[config.mk]
export PLATFORM = sky130hd
export DESIGN_NAME = psd_sqrt_cell
export DESIGN_NICKNAME = d
export VERILOG_FILES = /design/src/hdl/psd_pkg.sv /design/src/hdl/psd_sqrt_cell.sv
export SDC_FILE = /design/constraint.sdc
export NUM_CORES = 1
export LEC_CHECK = 0
export BUFFER_PORTS_ARGS = -buffer_cell sky130_fd_sc_hd__buf_4
export CORE_MARGIN = 1.5
export CORE_UTILIZATION = 45
export CTS_CLUSTER_SIZE = 10
export DETAILED_ROUTE_END_ITERATION = 7
export PLACE_DENSITY_LB_ADDON = 0.25
export RECOVER_POWER = 100
export SLEW_MARGIN = 20
export SYNTH_ARGS = -nofsm -noshare
export SYNTH_HDL_FRONTEND = slang
export SYNTH_SLANG_ARGS = --single-unit
[constraint.sdc]
create_clock -name clk -period 0.8 [get_ports clk]
set_input_delay 0 -clock clk [delete_from_list [all_inputs] [get_ports clk]]
set_output_delay 0 -clock clk [all_outputs]
set_load 0.005 [all_outputs]
[src/hdl/psd_pkg.sv]
// ----------------------------------------------------------------------------
// psd_pkg
// shared types and constants for the point to segment distance block
// ----------------------------------------------------------------------------
package psd_pkg;

    localparam int MSL_WIDTH  = 16;
    localparam int DIST_WIDTH = 33;
    localparam logic [MSL_WIDTH-1:0] MSL_RESET = 16'd7;

    typedef enum logic [1:0] {
        CASE_DEGEN = 2'd0,
        CASE_END   = 2'd1,
        CASE_START = 2'd2,
        CASE_PERP  = 2'd3
    } case_code_t;

endpackage

[src/hdl/psd_sqrt_cell.sv]
// ----------------------------------------------------------------------------
// psd_sqrt_cell
// one restoring square root step: one root bit per cell
// ----------------------------------------------------------------------------
module psd_sqrt_cell #(
    parameter int ROOT_W = 34
) (
    input  logic                  clk,
    input  logic                  rst_n,
    input  logic                  in_valid,
    input  psd_pkg::case_code_t   in_code,
    input  logic [ROOT_W+1:0]     in_rem,
    input  logic [ROOT_W-1:0]     in_root,
    input  logic [2*ROOT_W-1:0]   in_work,
    output logic                  out_valid,
    output psd_pkg::case_code_t   out_code,
    output logic [ROOT_W+1:0]     out_rem,
    output logic [ROOT_W-1:0]     out_root,
    output logic [2*ROOT_W-1:0]   out_work
);
    import psd_pkg::*;

    localparam int WW = 2 * ROOT_W;
    localparam int TW = ROOT_W + 4;

    logic              valid_reg;
    case_code_t        code_reg;
    logic [ROOT_W+1:0] rem_reg;
    logic [ROOT_W-1:0] root_reg;
    logic [WW-1:0]     work_reg;
    logic [TW-1:0]     acc, probe;
    logic              fits;

    assign acc   = {in_rem, in_work[WW-1 -: 2]};
    assign probe = TW'({in_root, 2'b01});
    assign fits  = acc >= probe;

    always_ff @(posedge clk or negedge rst_n)
    begin
        if (!rst_n)
            valid_reg <= 1'b0;
        else
            valid_reg <= in_valid;
    end

    always_ff @(posedge clk)
    begin
        code_reg <= in_code;
        rem_reg  <= fits ? (ROOT_W+2)'(acc - probe) : (ROOT_W+2)'(acc);
        root_reg <= {in_root[ROOT_W-2:0], fits};
        work_reg <= {in_work[WW-3:0], 2'b00};
    end

    assign out_valid = valid_reg;
    assign out_code  = code_reg;
    assign out_rem   = rem_reg;
    assign out_root  = root_reg;
    assign out_work  = work_reg;

endmodule

==> flow_metrics.tcl, run 1 <==
set metrics [dict create \
    cts.sinks 139 \
    port_buffers 281 \
    fp.dieW_um 113 \
    numCtsBuffers 17 \
    synth-edff-count 0 \
    rows 39 \
    syn_area_mm2 0.00540 \
    flow.stopped_at "4_1_cts" \
    cts_root_buf "clkbuf_16" \
    error_line "[ERROR DPL-0038] Utilization greater than 100%, impossible to legalize" \
    status "stopped before the end" \
    hold_buffers 141 \
    cts_htree_levels 4 \
    synth-seq-area-share 0.516 \
    yosys.cell_count.top_type "dfxtp_1" \
    syn_avg_cell_area_um2 9.97 \
    initial_core_util 0.467 \
    postCtsSetupBuffers 11 \
    synth_top_flop_cell "dfxtp_1" \
    placed_cells 1094 \
    synth_area_leader_cell "dfxtp_1" \
    gp_congestion 0.917 \
    yosysTopAreaCellShare 0.511 \
    place_hpwl_um 14200 \
    yosys_warnings 0 \
    max-clock-path-buffers 2 \
    synthTopCellsByCount "dfxtp_1, nand2_1, inv_1" \
    postCtsResizedCells 215 \
    synthArstFlopShare 0.00719 \
    dpl_cell_area_mm2 0.00880 \
    pin_count 284 \
    synth-seq-cells 139 \
    die_y_um 113 \
    synth_area_leaders "dfxtp_1, ha_1, nand2_1, o21ai_2, a21oi_1" \
    ys_types 57 \
    netlist_instances 542 \
]
## cells by family after synthesis
logic type	Yosys count	share of synthesized area
muxes	4	0.00787
other	1	0.000694
xor gates and xnor gates	30	0.0486
buffers and inverters	60	0.0530
adders and majority gates	36	0.0834
AOI/OAI and AO/OA	147	0.185
DFF	139	0.516
and+or+nand+nor	125	0.105
## through the flow
step	setup slack (ps)	utilization
after global placement	-1720	0.761
after detailed placement	-1840	0.761
after floorplan	-1570	-
==> run 2, diff against run 1 <==
- CORE_UTILIZATION: 45 -> 40
- CTS_CLUSTER_SIZE: 10 -> not set
- PLACE_DENSITY_LB_ADDON: 0.25 -> 0.15
==> run 2 against run 1 <==
  * The flow now finishes, with violations (negative setup slack)
  * Synthesized area stayed put
  * Synthesized cell count unchanged
==> flow_metrics.tcl, run 2 <==
set metrics [dict create \
    max-clock-path-buffers 2 \
    cts_htree_levels 4 \
    syn2layout_area_growth_pct 123 \
    status "complete, but fails checks" \
    drtIter0Drc 942 \
    ir_drop_uv 1430 \
    yosys_warnings 0 \
    synthTopCellsByCount "dfxtp_1, nand2_1, inv_1" \
    synth-edff-count 0 \
    layout_min_cycle_time_ps 2600 \
    fp.dieW_um 119 \
    totalWireLength_um 36400 \
    via_per_inst 5.94 \
    p_int_mw 16.2 \
    drive_gt1_frac 0.605 \
    grt_first_pass_wirelength_um 42900 \
    power.leakage_nw 5.66 \
    grt_pass1_vias 7731 \
    critPathRequiredTime_ps 1140 \
    cp.arrival_ps 2940 \
    die_y_um 119 \
    first_pass_iters 7 \
    synth-seq-cells 139 \
    gp_congestion 0.920 \
    cap_viol_max_count 0 \
    synth_area_leader_cell "dfxtp_1" \
    startpoint "in_root[4]" \
    ant_nets 0 \
    grt_max_degree 17 \
    antenna_found_initial 2 \
    slew_headroom 0.414 \
    vias 7841 \
    crit_path_end "out_rem[7]" \
    synth-seq-area-share 0.516 \
    stdcell_count 1321 \
    largest_reg_flops 66 \
    initial_core_util 0.410 \
    worst_slew_pin_slew_ps 875 \
    netlist_instances 542 \
    timing.fmax_ghz 0.384 \
    place_hpwl_um 13800 \
    overflow 0 \
    combPwrFrac 0.305 \
    drc 0 \
    fin_nets 1310 \
    cp_max_fo 9 \
    ys_types 57 \
    cts.sinks 139 \
    synth_area_leaders "dfxtp_1, ha_1, nand2_1, o21ai_2, a21oi_1" \
    clk_pin_slew_ps 70 \
    pin_count 284 \
    final_cell_mix "buf_4, dlygate4sd3_1, buf_6, dfxtp_2, clkbuf_4" \
    synth_top_flop_cell "dfxtp_1" \
    yosysTopAreaCellShare 0.511 \
    core_area_mm2 0.0132 \
    cts_tree "done" \
    layout_commonest_cell "buf_4" \
    crit_top_cell "nand2_1" \
    p_switching_mw 7.82 \
    cp_slowest_stage_delay_ps 620 \
    start_kind "input pin" \
    syn_area_mm2 0.00540 \
    path_cells "clkbuf_4 > inv_1 > ha_2 > buf_4 > a21oi_1 > nand2_1 > o21ai_2 > o41a_2 > o21ai_4 > a31o_4 > a211oi_4 > buf_12 > buf_6 > nand2_1 > o41ai_2" \
    crit_path_top_delay_cell "a21oi_1" \
    syn_avg_cell_area_um2 9.97 \
    numCtsBuffers 17 \
    worst_slack_ps -1800 \
    maxSlewViolCount 0 \
    p_seq_frac 0.341 \
    violations "negative setup slack" \
    hold_viol 0 \
    power_density_mw_per_mm2 1990 \
    yosys.cell_count.top_type "dfxtp_1" \
    cts_root_buf "clkbuf_16" \
    rsz0062_at_grt "yes" \
    placed_cells 1136 \
    power_mw 24.0 \
    clkPwrFrac 0.354 \
    setup_viol 176 \
    end_kind "flip-flop" \
    synthArstFlopShare 0.00719 \
    switching_share 0.326 \
    hold_class "input pin to flip-flop" \
    port_buffers 281 \
    avgRoutedWirePerCell_um 27.6 \
    grtUsageTotal 0.395 \
    die-area_mm2 0.0142 \
    rows 42 \
    critPathKind "input pin to flip-flop" \
    min_period_over_period 3.25 \
]
-- run 2: cell counts after synthesis --
Identical to the previous run, type by type.
-- run 2: cells by family (layout without fill, tap and decap cells) --
logic type	Yosys count	after routing	synth area share
DFF	139	139	0.516
adders and majority gates	36	36	0.0834
AOI/OAI and AO/OA	147	147	0.185
other	1	3	0.000694
muxes	4	4	0.00787
xor gates and xnor gates	30	30	0.0486
and+or+nand+nor	125	125	0.105
buffers and inverters	60	661	0.0530
-- run 2: per-layer routing --
layer	up-vias	wire length [um]	global-route usage	part of all wire
li1	3049	-	-	-
met1	3577	12000	0.412	0.33
met2	826	16100	0.697	0.44
met3	387	4340	0.111	0.12
met4	2	3900	0.249	0.11
met5	-	16	0	0.00044
-- run 2: worst min-delay path by stage --
stage,from,endpoint,cells after the start
finish,in_rem[22],out_rem[24],4
global route,in_rem[3],out_rem[5],4
CTS,in_work[67],out_rem[3],5
detailed placement,rst_n,out_valid,1
global placement,rst_n,out_valid,1
floorplan,rst_n,out_valid,0
-- run 2: power by group through the flow --
stage | registers [mW] | clock network, mW | logic (mW)
4_1_cts | 7.95 | 8.05 | 5.98
5_1_grt | 8.19 | 8.70 | 7.49
3_5_place_dp | 7.96 | 0 | 4.91
6_report | 8.18 | 8.50 | 7.31
3_3_place_gp | 7.95 | 0 | 4.82
2_1_floorplan | 8.02 | 0 | 1.88
-- run 2: worst max-delay path, delay by kind of cell --
family | cells | cell delay, ps
fa+ha+maj | 1 | 220
buf+inv | 5 | 730
simple gates | 2 | 290
compound gates | 7 | 1700
-- run 2: per-stage QoR --
step / util / setup slack, ps / area [um2] / TNS (ps) / hold slack [ps]
global route: 0.914 / -1910 / 12100 / -76330 / 155
global placement: 0.676 / -1680 / 8920 / -59350 / -224
finish: 0.914 / -1800 / 12100 / -74600 / 114
detailed placement: 0.676 / -1730 / 8920 / -60980 / -224
floorplan: - / -1570 / 5540 / -53750 / -296
CTS: 0.875 / -1130 / 11500 / -48400 / 45.9
-- run 2: area by class of cell --
type	count	area [um2]
Multi-Input combinational cell	344	2800
Inverter	44	180
Tap cell	176	220
Clock inverter	15	173
Timing Repair Buffer	585	5310
Clock buffer	17	425
Fill cell	474	1130
Sequential cell	139	2940
Antenna cell	1	2.50
-- run 2: repair_timing --
action,CTS,global route
setup endpoints to repair,176,176
gates cloned,2,1
hold buffers,141,0
resized for setup,163,173
endpoints found under the hold margin,139,0
setup buffers,5,5
pin swaps,21,18
Power figures use the tool's default switching activity.
